<file path="src/hdl/pbtd_pkg.sv">
// Shared constants, types and index helpers for the packet buffer.
package pbtd_pkg;

  localparam int BUF_DEPTH = 16;
  localparam int PTR_W     = (BUF_DEPTH > 1) ? $clog2(BUF_DEPTH) : 1;
  localparam int CNT_W     = $clog2(BUF_DEPTH + 1);
  localparam int SUM_W     = CNT_W + 1;
  localparam int TIME_W    = 33;
  localparam int WORD_W    = 32;
  localparam int LIMIT_W   = 5;
  localparam logic [LIMIT_W-1:0] LIMIT_RESET = LIMIT_W'(16);

  // Result of one item
  typedef struct packed {
    logic              dropped;
    logic [TIME_W-1:0] start_time;
  } pbtd_res_t;

  // Ring memory access request
  typedef struct packed {
    logic              re;
    logic [PTR_W-1:0]  raddr;
    logic              we;
    logic [PTR_W-1:0]  waddr;
    logic [TIME_W-1:0] wdata;
  } pbtd_mem_req_t;

  // (ptr + n) mod BUF_DEPTH, valid for ptr < BUF_DEPTH and n <= BUF_DEPTH
  function automatic logic [PTR_W-1:0] wrap_add(logic [PTR_W-1:0] ptr,
                                                logic [CNT_W-1:0] n);
    logic [SUM_W-1:0] s;
    s = SUM_W'(ptr) + SUM_W'(n);
    if (s >= SUM_W'(BUF_DEPTH)) s = s - SUM_W'(BUF_DEPTH);
    return PTR_W'(s);
  endfunction

endpackage

</file>
<file path="src/hdl/packet_buffer_tail_drop_sim_unit.sv">
// An accepted item goes straight to S_DECIDE when the ring is empty; otherwise the head
// entry is read and S_CHECK retires finished entries, one registered ring read per entry
// checked, before S_DECIDE drops or appends and loads the result register. The next item
// waits for the sequencer to return to idle and for the result to go out.
// Reset (rst_n low, synchronous): ring empty, head 0, last finish 0, limit 16,
// no result pending. Ring contents are not cleared; only written entries are read.
module packet_buffer_tail_drop_sim_unit (
  input  logic                             clk,
  input  logic                             rst_n,
  input  logic                             in_valid,
  output logic                             in_ready,
  input  logic [pbtd_pkg::WORD_W-1:0]      in_arrival_time,
  input  logic [pbtd_pkg::WORD_W-1:0]      in_duration,
  output logic                             out_valid,
  input  logic                             out_ready,
  output logic                             out_dropped,
  output logic [pbtd_pkg::TIME_W-1:0]      out_start_time,
  input  logic                             cfg_valid,
  output logic                             cfg_ready,
  input  logic [pbtd_pkg::LIMIT_W-1:0]     cfg_data
);
  import pbtd_pkg::*;

  logic [LIMIT_W-1:0] limit_r;
  logic [CNT_W-1:0]   eff_limit;
  logic               out_valid_r;
  pbtd_res_t          out_res_r;
  pbtd_mem_req_t      mem_req;
  logic [TIME_W-1:0]  mem_rdata;
  logic               res_valid;
  pbtd_res_t          res;
  logic               out_free;

  // limit register, saturated to the ring depth
  assign cfg_ready = 1'b1;
  assign eff_limit = (32'(limit_r) > 32'(BUF_DEPTH)) ? CNT_W'(BUF_DEPTH) : CNT_W'(limit_r);

  always_ff @(posedge clk) begin
    if (!rst_n) begin
      limit_r <= LIMIT_RESET;
    end else if (cfg_valid && cfg_ready) begin
      limit_r <= cfg_data;
    end
  end

  // result register
  assign out_free = !out_valid_r || out_ready;

  always_ff @(posedge clk) begin
    if (!rst_n) begin
      out_valid_r <= 1'b0;
    end else if (res_valid) begin
      out_valid_r <= 1'b1;
    end else if (out_ready) begin
      out_valid_r <= 1'b0;
    end
    if (res_valid) out_res_r <= res;
  end

  assign out_valid      = out_valid_r;
  assign out_dropped    = out_res_r.dropped;
  assign out_start_time = out_res_r.start_time;

  pbtd_core u_core (
    .clk             (clk),
    .rst_n           (rst_n),
    .in_valid        (in_valid),
    .in_ready        (in_ready),
    .in_arrival_time (in_arrival_time),
    .in_duration     (in_duration),
    .out_free        (out_free),
    .eff_limit       (eff_limit),
    .mem_rdata       (mem_rdata),
    .mem_req         (mem_req),
    .res_valid       (res_valid),
    .res             (res)
  );

  // finish-tick ring
  pbtd_ram #(
    .WIDTH (TIME_W),
    .DEPTH (BUF_DEPTH)
  ) u_ring (
    .clk   (clk),
    .we    (mem_req.we),
    .waddr (mem_req.waddr),
    .wdata (mem_req.wdata),
    .re    (mem_req.re),
    .raddr (mem_req.raddr),
    .rdata (mem_rdata)
  );

endmodule

</file>
<file path="src/hdl/pbtd_ram.sv">
// Generic single-clock RAM, one write and one registered read port.
module pbtd_ram #(
  parameter int WIDTH = 8,
  parameter int DEPTH = 16,
  parameter int AW    = (DEPTH > 1) ? $clog2(DEPTH) : 1
) (
  input  logic             clk,
  input  logic             we,
  input  logic [AW-1:0]    waddr,
  input  logic [WIDTH-1:0] wdata,
  input  logic             re,
  input  logic [AW-1:0]    raddr,
  output logic [WIDTH-1:0] rdata
);

  logic [WIDTH-1:0] mem [DEPTH];
  logic [WIDTH-1:0] rdata_r;

  always_ff @(posedge clk) begin
    if (we) mem[waddr] <= wdata;
    if (re) rdata_r <= mem[raddr];
  end

  assign rdata = rdata_r;

endmodule

</file>
<file path="src/hdl/pbtd_core.sv">
// Sequencer: retires finished entries from the ring, then drops or appends.
module pbtd_core (
  input  logic                          clk,
  input  logic                          rst_n,
  input  logic                          in_valid,
  output logic                          in_ready,
  input  logic [pbtd_pkg::WORD_W-1:0]   in_arrival_time,
  input  logic [pbtd_pkg::WORD_W-1:0]   in_duration,
  input  logic                          out_free,
  input  logic [pbtd_pkg::CNT_W-1:0]    eff_limit,
  input  logic [pbtd_pkg::TIME_W-1:0]   mem_rdata,
  output pbtd_pkg::pbtd_mem_req_t       mem_req,
  output logic                          res_valid,
  output pbtd_pkg::pbtd_res_t           res
);
  import pbtd_pkg::*;

  typedef enum logic [1:0] {S_IDLE, S_CHECK, S_DECIDE} state_t;

  state_t            state_r, state_nxt;
  logic [PTR_W-1:0]  head_r, head_nxt;
  logic [CNT_W-1:0]  occ_r, occ_nxt;
  logic [TIME_W-1:0] last_r, last_nxt;
  logic [WORD_W-1:0] arr_r, arr_nxt;
  logic [WORD_W-1:0] dur_r, dur_nxt;

  logic [PTR_W-1:0]  head_inc;
  logic [TIME_W-1:0] arr_ext;
  logic [TIME_W-1:0] start;
  logic [TIME_W:0]   sum;
  logic [TIME_W-1:0] finish;

  assign head_inc = wrap_add(head_r, CNT_W'(1));
  assign arr_ext  = {1'b0, arr_r};
  assign start    = (arr_ext > last_r) ? arr_ext : last_r;
  assign sum      = {1'b0, start} + (TIME_W + 1)'(dur_r);
  // saturate finish tick at the top of the time range
  assign finish   = sum[TIME_W] ? '1 : sum[TIME_W-1:0];

  assign in_ready = (state_r == S_IDLE) && out_free;

  // next-state and memory request logic
  always_comb begin
    state_nxt = state_r;
    head_nxt  = head_r;
    occ_nxt   = occ_r;
    last_nxt  = last_r;
    arr_nxt   = arr_r;
    dur_nxt   = dur_r;
    mem_req   = '0;
    res_valid = 1'b0;
    res       = '0;
    unique case (state_r)
      S_IDLE: begin
        if (in_valid && in_ready) begin
          arr_nxt = in_arrival_time;
          dur_nxt = in_duration;
          if (occ_r != '0) begin
            mem_req.re    = 1'b1;
            mem_req.raddr = head_r;
            state_nxt     = S_CHECK;
          end else begin
            state_nxt = S_DECIDE;
          end
        end
      end
      S_CHECK: begin
        // oldest entry finished by arrival: pop it, look at the next one
        if (mem_rdata <= arr_ext) begin
          head_nxt = head_inc;
          occ_nxt  = occ_r - CNT_W'(1);
          if (occ_r > CNT_W'(1)) begin
            mem_req.re    = 1'b1;
            mem_req.raddr = head_inc;
          end else begin
            state_nxt = S_DECIDE;
          end
        end else begin
          state_nxt = S_DECIDE;
        end
      end
      S_DECIDE: begin
        res_valid = 1'b1;
        if (occ_r >= eff_limit) begin
          res.dropped = 1'b1;
        end else begin
          res.start_time = start;
          mem_req.we     = 1'b1;
          mem_req.waddr  = wrap_add(head_r, occ_r);
          mem_req.wdata  = finish;
          occ_nxt        = occ_r + CNT_W'(1);
          last_nxt       = finish;
        end
        state_nxt = S_IDLE;
      end
      default: state_nxt = S_IDLE;
    endcase
  end

  // state and item registers
  always_ff @(posedge clk) begin
    if (!rst_n) begin
      state_r <= S_IDLE;
      head_r  <= '0;
      occ_r   <= '0;
      last_r  <= '0;
    end else begin
      state_r <= state_nxt;
      head_r  <= head_nxt;
      occ_r   <= occ_nxt;
      last_r  <= last_nxt;
    end
    arr_r <= arr_nxt;
    dur_r <= dur_nxt;
  end

endmodule

</file>
<file path="config.mk">
export PLATFORM = sky130hd
export DESIGN_NAME = packet_buffer_tail_drop_sim_unit
export DESIGN_NICKNAME = d
export VERILOG_FILES = /design/src/hdl/pbtd_pkg.sv /design/src/hdl/packet_buffer_tail_drop_sim_unit.sv /design/src/hdl/pbtd_ram.sv /design/src/hdl/pbtd_core.sv
export SDC_FILE = /design/constraint.sdc
export NUM_CORES = 1
export LEC_CHECK = 0
export BUFFER_PORTS_ARGS = -buffer_cell sky130_fd_sc_hd__buf_2
export CAP_MARGIN = 20
export CORE_MARGIN = 2
export CORE_UTILIZATION = 62
export CTS_CLUSTER_DIAMETER = 100
export DETAILED_ROUTE_END_ITERATION = 6
export GPL_TIMING_DRIVEN = 1
export PLACE_DENSITY_LB_ADDON = 0.12
export SKIP_LAST_GASP = 1
export SLEW_MARGIN = 20
export SYNTH_ARGS = -nofsm -noshare
export SYNTH_HDL_FRONTEND = slang
export SYNTH_SLANG_ARGS = --single-unit
</file>
<file path="constraint.sdc">
create_clock -name clk -period 9 [get_ports clk]
set_clock_uncertainty 0.2 [all_clocks]
set_input_delay 1.8 -clock clk [delete_from_list [all_inputs] [get_ports clk]]
set_output_delay 1.8 -clock clk [all_outputs]
set_load 0.01 [all_outputs]
</file>
==> results of run 1 <==
[registers in the layout, indices dropped and copies added (netlist names)]
signal and count:
u_core.state_r 2, u_core.arr_r 32, limit_r 5, u_ring.mem 528, out_start_time 33, u_core.dur_r 32, u_core.head_r 4, u_core.last_r 33
out_valid 1, u_ring.rdata 33, u_core.occ_r 5, out_dropped 1
[worst reg2reg max path: stages, from the launching register on]
cell and delay (ns):
edfxtp_1 0.43, ha_1 0.32, and4_1 0.31, nor4b_1 0.46, nor3b_1 0.28, o21ai_0 0.14
a21oi_1 0.31, a211oi_2 0.06, buf_4 0.26, o21ai_0 0.30, nand2_1 0.10, ha_1 0.35
o21a_1 0.16, a21oi_1 0.10, or3b_2 0.47, a31oi_1 0.51, o211ai_1 0.19, nand3b_1 0.18
a31o_2 0.21, a41oi_4 0.13, buf_4 0.33, a21oi_1 0.95
[placed cells by master (no fill, tap or decap), types with 8 or more instances in the layout]
cell type    n
a31oi_1     32
o21ai_0     94
mux2i_1     75
o211ai_1   102
mux2_2      65
o311ai_0    32
clkbuf_1    21
a21oi_1    110
clkbuf_16   76
clkinv_1    18
nand3_1     59
xor2_1      17
nor3_1      14
clkinv_2    10
nor2_1      23
o21a_1      11
nand2_1     84
nand2b_1     8
nor2b_1     14
a211oi_1     8
inv_1      124
dfxtp_1     50
a22oi_1     34
and2_1       9
buf_4       44
edfxtp_1   659
nand4_1     15
mux4_2      66
ha_1       110
buf_2      109
a21o_1      27
xnor2_1     19
[power by group]
part | internal [mW] | leakage, nW | switching, mW | total [mW]
Clock | 1.65 | 1.12 | 1.23 | 2.89
Sequential | 4.39 | 6.53 | 0.198 | 4.58
Combinational | 1.16 | 4.51 | 2.62 | 3.78
[worst paths after layout]
path / start / endpoint / depth (start not counted)
setup reg to reg: u_core.arr_r[27] / u_ring.mem[0][25] / 21
hold / removal: limit_r[0] / limit_r[0] / 2
setup / recovery: u_core.arr_r[27] / u_ring.mem[0][25] / 21
hold reg to reg: limit_r[0] / limit_r[0] / 2
[per-layer routing]
metal | share of wire | vias to the layer above | routed length [um]
met5 | 0 | - | 0
met2 | 0.48 | 969 | 36400
met1 | 0.41 | 9598 | 31200
met3 | 0.092 | 153 | 7060
li1 | - | 8471 | -
met4 | 0.025 | 0 | 1930
[final cells by class]
cell class                 count  area [sq um]
fill                        3292         15000
sequential                   709         20800
multi-input combinational   1137          9650
clock inverter                37           294
tap                          672           841
inverter                     126           473
timing repair buffer         155           916
clock buffer                  98          1990
[kinds of logic (layout without fill, tap and decap cells)]
| logic type | count (synthesis) | count (layout) | share of synthesized area |
|---|---|---|---|
| adders and majority gates | 113 | 113 | 0.0458 |
| AOI/OAI and AO/OA | 511 | 511 | 0.108 |
| buffers and inverters | 245 | 416 | 0.0318 |
| muxes | 206 | 206 | 0.0951 |
| DFF | 709 | 709 | 0.666 |
| xor gates and xnor gates | 36 | 36 | 0.0101 |
| and+or+nand+nor | 270 | 270 | 0.0427 |
| other | 1 | 1 | 0.000120 |
[stage by stage]
| stage | util | total power, mW |
|---|---|---|
| 4_1_cts | 0.699 | 11.2 |
| 3_3_place_gp | 0.653 | 8.21 |
| 5_1_grt | 0.700 | 11.8 |
| 3_5_place_dp | 0.653 | 8.30 |
| 2_1_floorplan | - | 6.97 |
| 6_report | 0.700 | 11.2 |
==> flow_metrics.tcl, run 1 <==
set metrics [dict create \
    crit_path_max_incr_delay_ns 0.90 \
    rrSetupSlack_ns 1.90 \
    crit_path_start_kind "flop" \
    worst_pin_slew_ns 1.08 \
    row_count 82 \
    firstDrtPassIters 6 \
    final_area_sq_um 35000 \
    place_area_sq_um 32600 \
    rsz0062_at_grt "no" \
    cp.arrival_ns 7.16 \
    cts_sinks 709 \
    clk_latency_ns 0.62 \
    dp_slack_ns 1.99 \
    peakVddDrop_mv 0.177 \
    grt_max_degree 111 \
    ios 111 \
    crit_family "compound AO/OA/AOI/OAI gates" \
    cts_root_buffer "clkbuf_16" \
    diodes 0 \
    hold_buffers 0 \
    slowest_stage "a21oi_1" \
    grt_pass1_vias 18800 \
    synthesis.area_sq_um 31200 \
    antenna_found_initial 0 \
    slew_viol_final 0 \
    routed-via-count 19200 \
    yosys_warnings 0 \
    ys_ff_latch 709 \
    status "completed" \
    synthDominantCellAreaShare 0.634 \
    layout_min_cycle_time_ns 7.10 \
    grt.busiest_layer "met2" \
    synth_cell_types 70 \
    portBuffers 109 \
    numCtsBuffers 73 \
    synth_common_cells "659 x edfxtp_1, 126 x inv_1, 118 x a21oi_1" \
    avgSynthCellArea_sq_um 14.9 \
    use_met2 0.471 \
    synth_area_leaders "edfxtp_1 63%, mux4_2 4.8%, ha_1 4.4%" \
    ys_async_sr_fraction 0 \
    synth_ff_type "edfxtp_1" \
    netlist_instances 2091 \
    ctsResizeCount 0 \
    initial_core_util 0.625 \
    drv_cap 0 \
    ys_seq_area_frac 0.666 \
    cp.required_ns 9.06 \
    critical_path.n_buffers_inverters 2 \
    yosysMostFrequentCell "edfxtp_1" \
    dieArea_sq_um 52200 \
    slew-limit-headroom 0.277 \
    fp.dieW_um 228 \
    viasPerCell 6.54 \
    cts_tree "yes" \
    crit_fanout 32 \
    final_antenna_net_count 0 \
    end_kind "flop" \
    syn_nets 2278 \
    gr-usage-met3 0.0625 \
    finalHoldWorstSlack_ns 0.322 \
    grt_overflow 0 \
    htreeDepth 3 \
    synth_edf_count 659 \
    die_height_um 228 \
    fin_nets 2389 \
    core_sq_um 50000 \
    final_layout_size_suffix_gt1_frac 0.188 \
    setup_ws_ns 1.90 \
    cts_max_path_buffers 3 \
    area_growth_pct 12.0 \
    finalWirelength_mm 76.7 \
    grt_pass1_wl_mm 115 \
    hold_class "reg -> reg" \
    hold_viol_final 0 \
    power_density_nw_per_um2 322 \
    gp_congestion 0.931 \
    synth_area_leader_cell "edfxtp_1" \
    post_cts_buffers 0 \
    track_usage 0.297 \
    grt_use_met1 0.421 \
    wl_per_cell_um 26.1 \
    critical_path_class "reg -> reg" \
    dp.cells 2797 \
    cpMostUsedCell "a21oi_1" \
    finalSetupViolCount 0 \
    path_clk_slew_ns 0.06 \
    drt_iter0_markers 2259 \
    power.static_leakage_nw 12.2 \
    fmax_mhz 141 \
    fin_cells 2934 \
    drc 0 \
    tns_ns 0 \
    fin_crit_sh 0.788 \
    dp_hpwl_mm 43.6 \
    path_cells "ha_1, and4_1, nor4b_1, nor3b_1, o21ai_0, a21oi_1, a211oi_2, buf_4, o21ai_0, nand2_1, ha_1, o21a_1, a21oi_1, or3b_2, a31oi_1, o211ai_1, nand3b_1, a31o_2, a41oi_4, buf_4, a21oi_1" \
]
Note: power is estimated with default switching activity, not from simulation.
==> run 2: changes to the inputs <==
- ABC_AREA: default -> 1
- CORE_UTILIZATION: 62 -> 56
- clock period: 9 -> 5.7 ns (I/O delays scaled with it)
==> flow_metrics.tcl, run 2 <==
set metrics [dict create \
    viasPerCell 5.97 \
    dieArea_sq_um 60000 \
    fin_crit_sh 0.949 \
    post_cts_buffers 0 \
    grt_overflow 0 \
    area_growth_pct 11.6 \
    end_kind "flop" \
    fmax_mhz 185 \
    ys_async_sr_fraction 0 \
    synth_area_leaders "edfxtp_1 61%, nand3_1 11%, nand2_1 8.6%" \
    critical_path_class "reg -> reg" \
    slew-limit-headroom 0.219 \
    wl_per_cell_um 23.3 \
    final_layout_size_suffix_gt1_frac 0.102 \
    dp_hpwl_mm 54.1 \
    final_antenna_net_count 0 \
    clk_latency_ns 0.62 \
    finalWirelength_mm 93.2 \
    cp.arrival_ns 5.53 \
    crit_fanout 13 \
    drt_iter0_markers 3130 \
    gp_congestion 1.03 \
    synth_edf_count 659 \
    cp.required_ns 5.82 \
    largest_reg_flops 528 \
    drv_cap 0 \
    worst_pin_slew_ns 1.16 \
    synth_common_cells "749 x nand2_1, 721 x nand3_1, 659 x edfxtp_1" \
    finalHoldWorstSlack_ns 0.264 \
    max_flop_register "u_ring.mem" \
    slowest_stage "dfxtp_1" \
    finalSetupViolCount 0 \
    ys_ff_latch 709 \
    fin_cells 4005 \
    yosysMostFrequentCell "nand2_1" \
    rsz0062_at_grt "yes" \
    grt_max_degree 160 \
    post-route-util 0.630 \
    fin_total_pwr_mw 20.3 \
    routed-via-count 23900 \
    portBuffers 109 \
    synth_area_leader_cell "edfxtp_1" \
    ios 111 \
    fp.dieW_um 245 \
    fin_nets 3367 \
    netlist_instances 3100 \
    drc 0 \
    final_common_cell "nand2_1" \
    die_height_um 245 \
    synthesis.area_sq_um 32500 \
    hold_viol_final 0 \
    cts_sinks 709 \
    path_clk_slew_ns 0.06 \
    initial_core_util 0.565 \
    antenna_found_initial 4 \
    hold_class "reg -> reg" \
    cpMostUsedCell "nand2_1" \
    power.static_leakage_nw 14.3 \
    core_sq_um 57600 \
    htreeDepth 3 \
    crit_path_max_incr_delay_ns 0.42 \
    track_usage 0.310 \
    row_count 88 \
    grt_pass1_vias 22700 \
    syn_nets 3287 \
    ys_seq_area_frac 0.639 \
    yosys_warnings 0 \
    status "completed" \
    numCtsBuffers 74 \
    synth_cell_types 47 \
    dp.cells 3867 \
    grt_pass1_wl_mm 138 \
    power_density_nw_per_um2 559 \
    slew_viol_final 0 \
    crit_path_start_kind "flop" \
    synth_ff_type "edfxtp_1" \
    cts_tree "yes" \
    avgSynthCellArea_sq_um 10.5 \
    synthDominantCellAreaShare 0.608 \
    peakVddDrop_mv 0.354 \
    layout_min_cycle_time_ns 5.41 \
    firstDrtPassIters 5 \
    cts_max_path_buffers 3 \
    cts_root_buffer "clkbuf_16" \
    final_cell_mix "749 x nand2_1, 720 x nand3_1, 659 x edfxtp_1" \
]
run 2: layout make-up:
cell class / instances / area (sq um)
diodes: 1 / 2.50
inverters: 240 / 935
clock buffers: 104 / 2040
repair inverters: 2 / 15.0
flip-flops and latches: 709 / 20800
fillers: 4576 / 21300
clock inverters: 31 / 330
multi-input cells: 1988 / 10200
well taps: 765 / 957
repair buffers: 165 / 1030
run 2: cell families after synthesis:
| logic type | Yosys count | share of synthesized area |
|---|---|---|
| adder cells (fa/ha/maj) | 113 | 0.0439 |
| AND/OR/NAND/NOR | 1643 | 0.221 |
| buffers and inverters | 403 | 0.0542 |
| other | 1 | 0.000115 |
| XOR/XNOR | 27 | 0.00727 |
| AO/OA/AOI/OAI | 204 | 0.0345 |
| flip-flops | 709 | 0.639 |
run 2: where the power goes:
| part | switching (mW) | total [mW] | internal, mW |
|---|---|---|---|
| Combinational | 5.92 | 8.14 | 2.23 |
| Clock | 2.01 | 4.75 | 2.74 |
| Sequential | 0.273 | 7.40 | 7.13 |
run 2: critical path, delay by kind of cell, from the launching register on:
kind                     cells  cell delay, ns
adder cells (fa/ha/maj)      3            0.91
flip-flops                   1            0.42
AO/OA/AOI/OAI                6            1.14
AND/OR/NAND/NOR             15            1.75
buffers and inverters        4            0.66
run 2: final timing paths:
check	from	to	slack (ns)	cells after the start
worst min-delay path	u_core.last_r[23]	u_core.last_r[23]	0.26	2
worst max-delay path	u_core.last_r[3]	u_ring.mem[5][24]	0.29	28
worst max register to register	u_core.last_r[3]	u_ring.mem[5][24]	0.29	28
worst min register to register	u_core.last_r[23]	u_core.last_r[23]	0.26	2
run 2: repair_timing:
item,CTS,global route
resized for setup,0,27
hold buffers,0,0
endpoints found under the setup margin,0,498
hold endpoints to repair,0,0
run 2: metal layers:
| metal | track usage | share of wire | vias up |
|---|---|---|---|
| met5 | 0 | 0 | - |
| met4 | 0.120 | 0.036 | 0 |
| met3 | 0.0747 | 0.11 | 210 |
| met2 | 0.475 | 0.45 | 1274 |
| met1 | 0.432 | 0.40 | 11500 |
| li1 | - | - | 10900 |
run 2: metrics by stage:
step           setup TNS, ns  worst slack, ns  instance area (sq um)
2_1_floorplan              0            0.402                  32500
3_3_place_gp          -12.76          -0.0782                  33800
3_5_place_dp               0            0.119                  33800
4_1_cts                    0           0.0953                  36200
5_1_grt                -1.50          -0.0796                  36300
6_report                   0            0.291                  36300
